==> src/sv/i2cm_pkg.sv <==
package i2cm_pkg;

	// command codes on the mode field
	localparam logic [2:0] MODE_START     = 3'd0;
	localparam logic [2:0] MODE_WRITE     = 3'd1;
	localparam logic [2:0] MODE_READ_ACK  = 3'd2;
	localparam logic [2:0] MODE_READ_NACK = 3'd3;
	localparam logic [2:0] MODE_STOP      = 3'd4;

	// result slot codes
	localparam logic [2:0] SLOT_START   = 3'd0;
	localparam logic [2:0] SLOT_DATA    = 3'd1;
	localparam logic [2:0] SLOT_ACK     = 3'd2;
	localparam logic [2:0] SLOT_STOP    = 3'd3;
	localparam logic [2:0] SLOT_REFUSED = 3'd4;

	// bit slot counting within a byte command
	localparam int BIT_IDX_W = 3;
	localparam int BIT_CNT_W = 4;
	localparam logic [BIT_CNT_W-1:0] ACK_CNT = 4'd8;

	// command queue between front and back
	localparam int QUEUE_DEPTH = 2;
	localparam int QUEUE_PTR_W = 1;
	localparam int QUEUE_CNT_W = 2;

	typedef enum logic [2:0] {
		CMD_START,
		CMD_STOP,
		CMD_REFUSE,
		CMD_WRITE,
		CMD_READ
	} cmd_kind_t;

	// classified command: data is the tx byte for a write, rx byte for a read;
	// ack_bit is the sampled ack for a write, the answered level for a read
	typedef struct packed {
		cmd_kind_t   kind;
		logic [7:0]  data;
		logic        ack_bit;
	} cmd_desc_t;

	typedef struct packed {
		logic [2:0] slot;
		logic       sda_out;
		logic [7:0] rx_byte;
		logic       nack;
		logic       last;
	} res_beat_t;

	// result beat for bit slot cnt of a classified command
	function automatic res_beat_t beat_f(cmd_desc_t d, logic [BIT_CNT_W-1:0] cnt);
		res_beat_t b;
		logic      ack_slot;
		ack_slot  = (cnt == ACK_CNT);
		b.slot    = SLOT_REFUSED;
		b.sda_out = 1'b1;
		b.rx_byte = '0;
		b.nack    = 1'b0;
		b.last    = 1'b1;
		case (d.kind)
			CMD_START: begin
				b.slot    = SLOT_START;
				b.sda_out = 1'b0;
			end
			CMD_STOP: begin
				b.slot = SLOT_STOP;
			end
			CMD_WRITE: begin
				if (ack_slot) begin
					b.slot = SLOT_ACK;
					b.nack = d.ack_bit;
				end else begin
					b.slot    = SLOT_DATA;
					b.sda_out = d.data[~cnt[BIT_IDX_W-1:0]];
					b.last    = 1'b0;
				end
			end
			CMD_READ: begin
				if (ack_slot) begin
					b.slot    = SLOT_ACK;
					b.sda_out = d.ack_bit;
					b.rx_byte = d.data;
				end else begin
					b.slot = SLOT_DATA;
					b.last = 1'b0;
				end
			end
			default: begin
				b.slot = SLOT_REFUSED;
			end
		endcase
		return b;
	endfunction

endpackage

==> src/sv/i2cm_if.sv <==
// command channel
interface i2cm_cmd_if;
	logic       valid;
	logic       ready;
	logic [2:0] mode;
	logic [7:0] data_byte;
	logic [8:0] line_levels;

	modport source (output valid, output mode, output data_byte, output line_levels,
		input ready);
	modport sink (input valid, input mode, input data_byte, input line_levels,
		output ready);
endinterface

// result channel
interface i2cm_res_if;
	logic       valid;
	logic       ready;
	logic [2:0] slot;
	logic       sda_out;
	logic [7:0] rx_byte;
	logic       nack;
	logic       last;

	modport source (output valid, output slot, output sda_out, output rx_byte,
		output nack, output last, input ready);
	modport sink (input valid, input slot, input sda_out, input rx_byte,
		input nack, input last, output ready);
endinterface

==> src/sv/i2cm_front.sv <==
module i2cm_front (
	input  logic              clk,
	input  logic              arst_n,
	i2cm_cmd_if.sink          cmd,
	output logic              push_valid,
	input  logic              push_ready,
	output i2cm_pkg::cmd_desc_t push_desc
);
	import i2cm_pkg::*;

	logic in_trans_q;
	logic failed_q;
	logic in_trans_d;
	logic failed_d;
	logic accept;

	assign cmd.ready  = push_ready;
	assign push_valid = cmd.valid;
	assign accept     = cmd.valid && push_ready;

	// classify the command and work out the next bus state
	always_comb begin
		push_desc.kind    = CMD_REFUSE;
		push_desc.data    = cmd.data_byte;
		push_desc.ack_bit = cmd.line_levels[0];
		in_trans_d        = in_trans_q;
		failed_d          = failed_q;
		case (cmd.mode)
			MODE_START: begin
				push_desc.kind = CMD_START;
				in_trans_d     = 1'b1;
				failed_d       = 1'b0;
			end
			MODE_STOP: begin
				push_desc.kind = CMD_STOP;
				in_trans_d     = 1'b0;
				failed_d       = 1'b0;
			end
			MODE_WRITE: begin
				if (in_trans_q && !failed_q) begin
					push_desc.kind = CMD_WRITE;
					failed_d       = cmd.line_levels[0];
				end
			end
			MODE_READ_ACK, MODE_READ_NACK: begin
				if (in_trans_q && !failed_q) begin
					push_desc.kind    = CMD_READ;
					push_desc.data    = cmd.line_levels[8:1];
					push_desc.ack_bit = (cmd.mode == MODE_READ_NACK);
				end
			end
			default: begin
				push_desc.kind = CMD_REFUSE;
			end
		endcase
	end

	// bus state, updated on each accepted beat
	always_ff @(posedge clk or negedge arst_n) begin
		if (!arst_n) begin
			in_trans_q <= 1'b0;
			failed_q   <= 1'b0;
		end else if (accept) begin
			in_trans_q <= in_trans_d;
			failed_q   <= failed_d;
		end
	end

endmodule

==> src/sv/i2cm_queue.sv <==
module i2cm_queue (
	input  logic                clk,
	input  logic                arst_n,
	input  logic                push_valid,
	output logic                push_ready,
	input  i2cm_pkg::cmd_desc_t push_desc,
	output logic                pop_valid,
	input  logic                pop_ready,
	output i2cm_pkg::cmd_desc_t pop_desc
);
	import i2cm_pkg::*;

	cmd_desc_t                entry_q [QUEUE_DEPTH];
	logic [QUEUE_PTR_W-1:0]   wr_ptr_q;
	logic [QUEUE_PTR_W-1:0]   rd_ptr_q;
	logic [QUEUE_CNT_W-1:0]   count_q;
	logic                     do_push;
	logic                     do_pop;

	assign push_ready = (count_q != QUEUE_CNT_W'(QUEUE_DEPTH));
	assign pop_valid  = (count_q != '0);
	assign pop_desc   = entry_q[rd_ptr_q];
	assign do_push    = push_valid && push_ready;
	assign do_pop     = pop_valid && pop_ready;

	// entry storage
	always_ff @(posedge clk) begin
		if (do_push) begin
			entry_q[wr_ptr_q] <= push_desc;
		end
	end

	// pointers and fill count
	always_ff @(posedge clk or negedge arst_n) begin
		if (!arst_n) begin
			wr_ptr_q <= '0;
			rd_ptr_q <= '0;
			count_q  <= '0;
		end else begin
			if (do_push) begin
				wr_ptr_q <= wr_ptr_q + 1'b1;
			end
			if (do_pop) begin
				rd_ptr_q <= rd_ptr_q + 1'b1;
			end
			if (do_push && !do_pop) begin
				count_q <= count_q + 1'b1;
			end else if (do_pop && !do_push) begin
				count_q <= count_q - 1'b1;
			end
		end
	end

endmodule

==> src/sv/i2cm_back.sv <==
module i2cm_back (
	input  logic                clk,
	input  logic                arst_n,
	input  logic                pop_valid,
	output logic                pop_ready,
	input  i2cm_pkg::cmd_desc_t pop_desc,
	i2cm_res_if.source          res
);
	import i2cm_pkg::*;

	cmd_desc_t              cur_q;
	logic                   busy_q;
	logic [BIT_CNT_W-1:0]   cnt_q;
	res_beat_t              res_q;
	logic                   res_valid_q;

	cmd_desc_t              src;
	logic [BIT_CNT_W-1:0]   src_cnt;
	res_beat_t              beat;
	logic                   out_ok;
	logic                   emit;

	// next beat comes from the command in progress or straight from the queue head
	assign out_ok    = !res_valid_q || res.ready;
	assign src       = busy_q ? cur_q : pop_desc;
	assign src_cnt   = busy_q ? cnt_q : '0;
	assign beat      = beat_f(src, src_cnt);
	assign emit      = out_ok && (busy_q || pop_valid);
	assign pop_ready = !busy_q && out_ok;

	// command in progress and its slot counter
	always_ff @(posedge clk or negedge arst_n) begin
		if (!arst_n) begin
			busy_q <= 1'b0;
			cnt_q  <= '0;
		end else if (emit) begin
			busy_q <= !beat.last;
			cnt_q  <= src_cnt + 1'b1;
		end
	end

	always_ff @(posedge clk) begin
		if (emit && !busy_q) begin
			cur_q <= pop_desc;
		end
	end

	// result output register
	always_ff @(posedge clk or negedge arst_n) begin
		if (!arst_n) begin
			res_valid_q <= 1'b0;
		end else if (emit) begin
			res_valid_q <= 1'b1;
		end else if (res.ready) begin
			res_valid_q <= 1'b0;
		end
	end

	always_ff @(posedge clk) begin
		if (emit) begin
			res_q <= beat;
		end
	end

	assign res.valid   = res_valid_q;
	assign res.slot    = res_q.slot;
	assign res.sda_out = res_q.sda_out;
	assign res.rx_byte = res_q.rx_byte;
	assign res.nack    = res_q.nack;
	assign res.last    = res_q.last;

endmodule

==> src/sv/i2c_master_byte_engine.sv <==
// I2C master byte engine. Each command beat (start, write byte, read byte with
// ACK or NACK, stop) turns into bit-slot result beats: one for a start, a stop or
// a refused command, nine for a byte (eight data slots MSB first, then the ack
// slot). The result register sends one beat per clock while the receiver is
// ready. Commands are classified on entry and held in a two-entry queue, so
// new commands are taken while earlier ones are still being sent. After a
// NACKed write, byte commands are refused until the next start; a stop may be
// issued at any time.
module i2c_master_byte_engine (
	input  logic       clk,
	input  logic       arst_n,
	i2cm_cmd_if.sink   cmd,
	i2cm_res_if.source res
);
	import i2cm_pkg::*;

	logic      push_valid;
	logic      push_ready;
	cmd_desc_t push_desc;
	logic      pop_valid;
	logic      pop_ready;
	cmd_desc_t pop_desc;

	// command classification and bus state
	i2cm_front u_front (
		.clk        (clk),
		.arst_n     (arst_n),
		.cmd        (cmd),
		.push_valid (push_valid),
		.push_ready (push_ready),
		.push_desc  (push_desc)
	);

	// decoupling queue
	i2cm_queue u_queue (
		.clk        (clk),
		.arst_n     (arst_n),
		.push_valid (push_valid),
		.push_ready (push_ready),
		.push_desc  (push_desc),
		.pop_valid  (pop_valid),
		.pop_ready  (pop_ready),
		.pop_desc   (pop_desc)
	);

	// bit slot sequencing
	i2cm_back u_back (
		.clk       (clk),
		.arst_n    (arst_n),
		.pop_valid (pop_valid),
		.pop_ready (pop_ready),
		.pop_desc  (pop_desc),
		.res       (res)
	);

endmodule

==> src/flat_wrapper.sv <==
// flat-port wrapper written by rule: the top's interface ports become plain ports
module i2c_master_byte_engine_flat import i2cm_pkg::*;
  (clk, arst_n, cmd_valid, cmd_mode, cmd_data_byte, cmd_line_levels, cmd_ready, res_valid, res_slot, res_sda_out, res_rx_byte, res_nack, res_last, res_ready);
  i2cm_cmd_if cmd_i ();
  i2cm_res_if res_i ();
  input  logic clk;
  input  logic arst_n;
  input wire logic [$bits(cmd_i.valid)-1:0] cmd_valid;
  input wire logic [$bits(cmd_i.mode)-1:0] cmd_mode;
  input wire logic [$bits(cmd_i.data_byte)-1:0] cmd_data_byte;
  input wire logic [$bits(cmd_i.line_levels)-1:0] cmd_line_levels;
  output wire logic [$bits(cmd_i.ready)-1:0] cmd_ready;
  output wire logic [$bits(res_i.valid)-1:0] res_valid;
  output wire logic [$bits(res_i.slot)-1:0] res_slot;
  output wire logic [$bits(res_i.sda_out)-1:0] res_sda_out;
  output wire logic [$bits(res_i.rx_byte)-1:0] res_rx_byte;
  output wire logic [$bits(res_i.nack)-1:0] res_nack;
  output wire logic [$bits(res_i.last)-1:0] res_last;
  input wire logic [$bits(res_i.ready)-1:0] res_ready;
  assign cmd_i.valid = cmd_valid;
  assign cmd_i.mode = cmd_mode;
  assign cmd_i.data_byte = cmd_data_byte;
  assign cmd_i.line_levels = cmd_line_levels;
  assign cmd_ready = cmd_i.ready;
  assign res_valid = res_i.valid;
  assign res_slot = res_i.slot;
  assign res_sda_out = res_i.sda_out;
  assign res_rx_byte = res_i.rx_byte;
  assign res_nack = res_i.nack;
  assign res_last = res_i.last;
  assign res_i.ready = res_ready;
  i2c_master_byte_engine u_core (.clk(clk), .arst_n(arst_n), .cmd(cmd_i), .res(res_i));
endmodule
==> config.mk <==
export PLATFORM = sky130hd
export DESIGN_NAME = i2c_master_byte_engine_flat
export DESIGN_NICKNAME = d
export VERILOG_FILES = /design/src/sv/i2cm_pkg.sv /design/src/sv/i2cm_if.sv /design/src/sv/i2cm_front.sv /design/src/sv/i2cm_queue.sv /design/src/sv/i2cm_back.sv /design/src/sv/i2c_master_byte_engine.sv /design/src/flat_wrapper.sv
export SDC_FILE = /design/constraint.sdc
export NUM_CORES = 1
export LEC_CHECK = 0
export BUFFER_PORTS_ARGS = -buffer_cell sky130_fd_sc_hd__buf_2
export CAP_MARGIN = 25
export CORE_ASPECT_RATIO = 0.7
export CORE_MARGIN = 1
export CORE_UTILIZATION = 45
export CTS_CLUSTER_DIAMETER = 40
export CTS_CLUSTER_SIZE = 12
export DETAILED_ROUTE_END_ITERATION = 7
export PLACE_DENSITY = 0.65
export SYNTH_ARGS = -nofsm -noshare
export SYNTH_HDL_FRONTEND = slang
export SYNTH_SLANG_ARGS = --single-unit
export TNS_END_PERCENT = 50
==> constraint.sdc <==
create_clock -name clk -period 3.4 [get_ports clk]
set_input_delay 0.34 -clock clk [delete_from_list [all_inputs] [get_ports clk]]
set_output_delay 0.34 -clock clk [all_outputs]
set_load 0.05 [all_outputs]
==> results.yml, run 1 <==
yosys:
  netlist_area_sq_um: 2740
  seq_area_frac_synth: 0.6575
  syn-num-nets: 211
  synth_top_area_frac: 0.5479
  async_reset_ff_frac: 0.1935
  synth_most_common_cell: "edfxtp_1"
  ys_seq_elements: 62
  avgSynthCellArea_sq_um: 14.89
  synthFlopType: "edfxtp_1"
  ys_warn_count: 0
  synth_cell_types: 39
  yosys-top-cells-area: "edfxtp_1, dfrtp_1, mux2_2"
  synth.largest_area_cell: "edfxtp_1"
  synthCells: 184
  synthTopCellsByCount: "edfxtp_1, mux2_2, nor2_1, dfrtp_1, and2_1"
  synth_edf_count: 50
clock_network:
  cts_root_buffer: "clkbuf_8"
  cts_tree: "yes"
  cts_hold_buf: 1
  post_cts_buffers: 0
  ctsLongestPathBuffers: 2
  clk_pin_slew_ns: 0.06
  numClockSinks: 62
  cts_made_buffers: 9
  cts_resized: 0
  cts_htree_levels: 3
  clk_latency_ns: 0.34
setup_path:
  cp-start-kind: "flop"
  crit_path_max_fanout: 13
  r2r_cells: 5
  reg2reg_to: "u_core.u_back.res.rx_byte[4]"
  crit_chain: "mux2_2, mux2i_4, nand2_2, nor3_2, and2_1"
  crit_type: "flop to flop"
  cp_num_buf_inv: 0
  crit_path_end_kind: "flop"
  r2r_start: "u_core.u_queue.rd_ptr_q"
  critical_path_arrival_ns: 2.39
  cp.depth: 5
  slowest_delay_ns: 0.71
  path_delay_family: "flip-flops"
  r2r_slack_ns: 1.22
  cp.required_ns: 3.61
  slowest_stage: "dfrtp_1"
route:
  ant_nets: 0
  num_vias: 1569
  wl_um: 4441
  drc_errors: 0
  dr.pass1.iters: 4
  wl_per_cell_um: 14.19
  vias_per_cell: 5.013
  initialDrtViolationCount: 59
pwr:
  swShare: 0.3730
  p_leak_nw: 1.260
  ir_drop_mv: 0.3653
  sequentialPowerShare: 0.441
  p_int_w: 0.001881
  pwr-share-clk: 0.204
  power.switching_w: 0.001119
  cellPowerDensity_nw_per_um2: 933.5
  p_comb_frac: 0.355
cells_and_area:
  final_core_util: 0.5555
  area_growth_pct: 17.26
  layout-drive-gt1-share: 0.3697
  fillerInstances: 480
  diodes: 0
  nets: 260
  fin_cells: 313
worst_hold_path:
  holdPathStages: 2
  worstHoldPathType: "input port to flop"
  holdPathEnd: "u_core.u_front.in_trans_q"
  hold_path.startpoint: "cmd_mode[2]"
die:
  core-area_sq_um: 5784
  die_w_um: 95.27
  rows: 23
  start_util: 0.4737
  fp.dieH_um: 67.29
  fp.dieArea_sq_um: 6410
  ios: 40
sta:
  timing.slew.headroom: 0.6039
  hold_viol_final: 0
  finalSetupViolCount: 0
  tightest_slew_ns: 0.5941
  finClkSkew_ns: 0.009331
  slew_viol_final: 0
  timing.final.crit_share: 0.6416
  grt_setup_unrepaired: "false"
  finalCriticalPeriod_ns: 2.181
  max_freq_ghz: 0.4584
  fin_setup_tns_ns: 0
flow_run:
  max-cap-violations: 0
global_routing:
  grt_pass1_vias: 1433
  gr-usage-all-layers: 0.1590
  grt_max_degree: 17
  gr-total-overflow: 0
  grt_pass1_wl_um: 7051
  antenna_found_initial: 0
placement:
  port_buffers: 39
  dp_hpwl_um: 3064
  gp_congestion: 0.7759
  place_inst: 295
run_status:
  outcome: "completed"
-- routing by layer --
| metal | track usage | vias to the layer above | part of all wire |
|---|---|---|---|
| li1 | - | 786 | - |
| met1 | 0.2063 | 721 | 0.48 |
| met2 | 0.2286 | 53 | 0.44 |
| met3 | 0.08108 | 9 | 0.070 |
| met5 | 0 | - | 0 |
| met4 | 0.05682 | 0 | 0.011 |
-- power groups by stage --
stage / registers [W] / logic [W] / clock network, W
floorplan: 0.00148 / 0.000689 / 0
global placement: 0.00134 / 0.00104 / 0
detailed placement: 0.00134 / 0.00106 / 0
CTS: 0.00133 / 0.00106 / 0.000631
global route: 0.00136 / 0.00116 / 0.000660
finish: 0.00132 / 0.00106 / 0.000612
-- state kept, by name (all words and copies together) (netlist names) --
signal / count
u_core.u_queue.wr_ptr_q: 1
u_core.u_back.busy_q: 1
u_core.u_back.res.rx_byte: 8
u_core.u_queue.entry_q: 24
u_core.u_back.res.last: 1
u_core.u_queue.count_q: 2
u_core.u_back.cnt_q: 4
u_core.u_front.in_trans_q: 1
u_core.u_queue.rd_ptr_q: 1
u_core.u_back.res.valid: 1
u_core.u_back.res.nack: 1
u_core.u_back.cur_q: 12
u_core.u_back.res.sda_out: 1
u_core.u_front.failed_q: 1
u_core.u_back.res.slot: 3
-- cell usage in the layout, fill, tap and decap left out, drive strengths merged, types with 3 or more instances in the layout --
master	n
buf	41
clkbuf	9
xor2	3
edfxtp	50
inv	8
nand2b	3
mux2i	6
ha	3
o21ai	3
nor2	18
nand2	9
a21oi	7
clkinv	5
mux2	22
and2	10
nor3	6
dfrtp	12
-- stage by stage --
stage               cell area, sq um  hold slack [ns]  total power (W)  worst slack, ns
floorplan                       2740          0.04441         0.002172           0.7417
global placement                3007           0.2420         0.002383            1.270
detailed placement              3007           0.2435         0.002400            1.224
CTS                             3206           0.1883         0.003025            1.205
global route                    3213           0.2269         0.003176            1.006
finish                          3213           0.2084         0.002999            1.219
-- area by class of cell --
| cell class | instances | area [sq um] | share of cell area |
|---|---|---|---|
| tap | 75 | 93.84 | 0.02921 |
| timing repair buffer | 42 | 220.2 | 0.06854 |
| multi-input combinational | 110 | 865.8 | 0.2695 |
| clock buffer | 9 | 123.9 | 0.03855 |
| clock inverter | 7 | 65.06 | 0.02025 |
| sequential | 62 | 1802 | 0.5607 |
| inverter | 8 | 42.54 | 0.01324 |
-- worst max path at each step --
stage,start,endpoint,slack [ns]
5_1_grt,u_core.u_queue.rd_ptr_q,u_core.u_back.res.rx_byte[4],1.01
3_5_place_dp,u_core.u_queue.rd_ptr_q,u_core.u_back.res.rx_byte[4],1.22
3_3_place_gp,u_core.u_queue.rd_ptr_q,u_core.u_back.res.rx_byte[6],1.27
4_1_cts,u_core.u_queue.rd_ptr_q,u_core.u_back.res.rx_byte[4],1.21
6_report,u_core.u_queue.rd_ptr_q,u_core.u_back.res.rx_byte[4],1.22
2_1_floorplan,u_core.u_back.res.valid,u_core.u_queue.count_q[1],0.74
-- cell families (layout without fill, tap and decap cells) --
group           count (synthesis)  in the layout  share of synthesized area
xor+xnor                        5              5                    0.01598
mux                            29             29                     0.1356
compound gates                 16             16                    0.03927
flops                          62             62                     0.6575
buf+inv                        12             66                    0.02831
fa+ha+maj                       3              3                    0.01370
simple gates                   57             57                     0.1096
Note: power is estimated with default switching activity, not from simulation.
==> run 2: changes to the inputs <==
==> constraint.sdc (replaced) <==
create_clock -name clk -period 2.2 [get_ports clk]
set_input_delay 0.22 -clock clk [delete_from_list [all_inputs] [get_ports clk]]
set_output_delay 0.22 -clock clk [all_outputs]
set_load 0.05 [all_outputs]
==> results.yml, run 2 (same netlist as run 1, synthesis figures left out) <==
run_status:
  outcome: "completed"
pwr:
  ir_drop_mv: 0.5541
  p_leak_nw: 1.281
  cellPowerDensity_nw_per_um2: 1451
  total_power_w: 0.004721
setup_path:
  path_delay_family: "multiplexers"
  slowest_stage: "mux4_2"
  slowest_delay_ns: 0.55
  crit_chain: "mux4_2, a2111oi_2, a311oi_1, nor3_1, a21oi_1"
  cp.required_ns: 2.27
  critical_path_arrival_ns: 2.05
  crit_path_max_fanout: 7
  cp_num_buf_inv: 0
  crit_type: "flop to flop"
  crit_path_end_kind: "flop"
  cp-start-kind: "flop"
sta:
  fin_setup_tns_ns: 0
  finalSetupViolCount: 0
  layout_setup_ws_ns: 0.2235
  finClkSkew_ns: 0.01091
  finalCriticalPeriod_ns: 1.976
  max_freq_ghz: 0.5060
  timing.final.crit_share: 0.8984
  hold_viol_final: 0
  slew_viol_final: 0
  tightest_slew_ns: 0.6204
  timing.slew.headroom: 0.5864
  grt_setup_unrepaired: "false"
clock_network:
  cts_hold_buf: 1
  cts_resized: 0
  post_cts_buffers: 0
  cts_made_buffers: 9
  cts_root_buffer: "clkbuf_8"
  cts_tree: "yes"
  numClockSinks: 62
  clk_latency_ns: 0.34
  cts_htree_levels: 3
  ctsLongestPathBuffers: 2
  clk_pin_slew_ns: 0.06
die:
  die_w_um: 95.27
  rows: 23
  core-area_sq_um: 5784
  ios: 40
  fp.dieH_um: 67.29
  start_util: 0.4737
  fp.dieArea_sq_um: 6410
route:
  drc_errors: 0
  routed.top_layer: "met4"
  initialDrtViolationCount: 64
  dr.pass1.iters: 4
  wl_met3_um: 283
  wl_met1_um: 2267
  wl_per_cell_um: 14.19
  vias_per_cell: 4.972
  num_vias: 1576
  wl_um: 4499
  ant_nets: 0
  route.met2.wl_um: 1899
cells_and_area:
  largest_reg_flops: 24
  area_growth_pct: 18.72
  diodes: 0
  layout-drive-gt1-share: 0.3760
  final_core_util: 0.5624
  largest-register: "u_core.u_queue.entry_q"
  final_common_cell: "edfxtp_1"
  nets: 264
  final_cell_mix: "edfxtp_1, buf_2, mux2_2"
worst_hold_path:
  worstHoldPathType: "input port to flop"
global_routing:
  grt_max_degree: 17
  gr-total-overflow: 0
  grt_pass1_wl_um: 7383
  gr-usage-all-layers: 0.1650
  antenna_found_initial: 0
  grt_pass1_vias: 1494
placement:
  dpl_worst_slack_ns: 0.2309
  dp_hpwl_um: 3249
  gp_congestion: 0.7565
  port_buffers: 39
flow_run:
  max-cap-violations: 0
run 2: cell count changes in the layout (fill, tap and decap cells not counted), sizes merged:
cell,before,now
buf,41,45
clkbuf,9,12
clkinv,5,2
run 2: power by group:
group | switching (W) | internal, W
registers | 0.000230 | 0.00178
clock network | 0.000405 | 0.000550
logic | 0.00109 | 0.000661
run 2: final timing paths:
check / slack (ns) / endpoint / depth (start not counted) / start
min: 0.1 / u_core.u_front.in_trans_q / 2 / cmd_mode[2]
min reg2reg: 0.50 / u_core.u_queue.wr_ptr_q / 1 / u_core.u_queue.wr_ptr_q
min in group asynchronous: 0.30 / u_core.u_front.failed_q / 2 / arst_n
max in group asynchronous: 1.68 / u_core.u_back.busy_q / 2 / arst_n
max reg2reg: 0.22 / u_core.u_back.res.sda_out / 5 / u_core.u_back.cnt_q[0]
max: 0.22 / u_core.u_back.res.sda_out / 5 / u_core.u_back.cnt_q[0]
run 2: cell type report:
type,instances,area (sq um)
Sequential cell,62,1802
Clock inverter,4,47.55
Inverter,8,42.54
Clock buffer,12,145.1
Tap cell,75,93.84
Timing Repair Buffer,46,250.2
Multi-Input combinational cell,110,872.1
Fill cell,478,2531
run 2: per-stage QoR:
stage	area, sq um	std cells	hold WS, ns
2_1_floorplan	2751	184	-0.07559
3_3_place_gp	3050	300	0.1268
3_5_place_dp	3050	300	0.1207
4_1_cts	3253	317	0.07850
6_report	3253	317	0.09584
5_1_grt	3253	317	0.08350
run 2: worst reg2reg max path, stage by stage, from the launching register on:
cell and delay (ns):
dfrtp_1 0.48, mux4_2 0.55, a2111oi_2 0.34, a311oi_1 0.10, nor3_1 0.16, a21oi_1 0.09
run 2: metal layers:
layer | vias up | track usage
met5 | - | 0
met2 | 46 | 0.2366
met3 | 8 | 0.07770
li1 | 783 | -
met4 | 0 | 0.05682
met1 | 739 | 0.2198
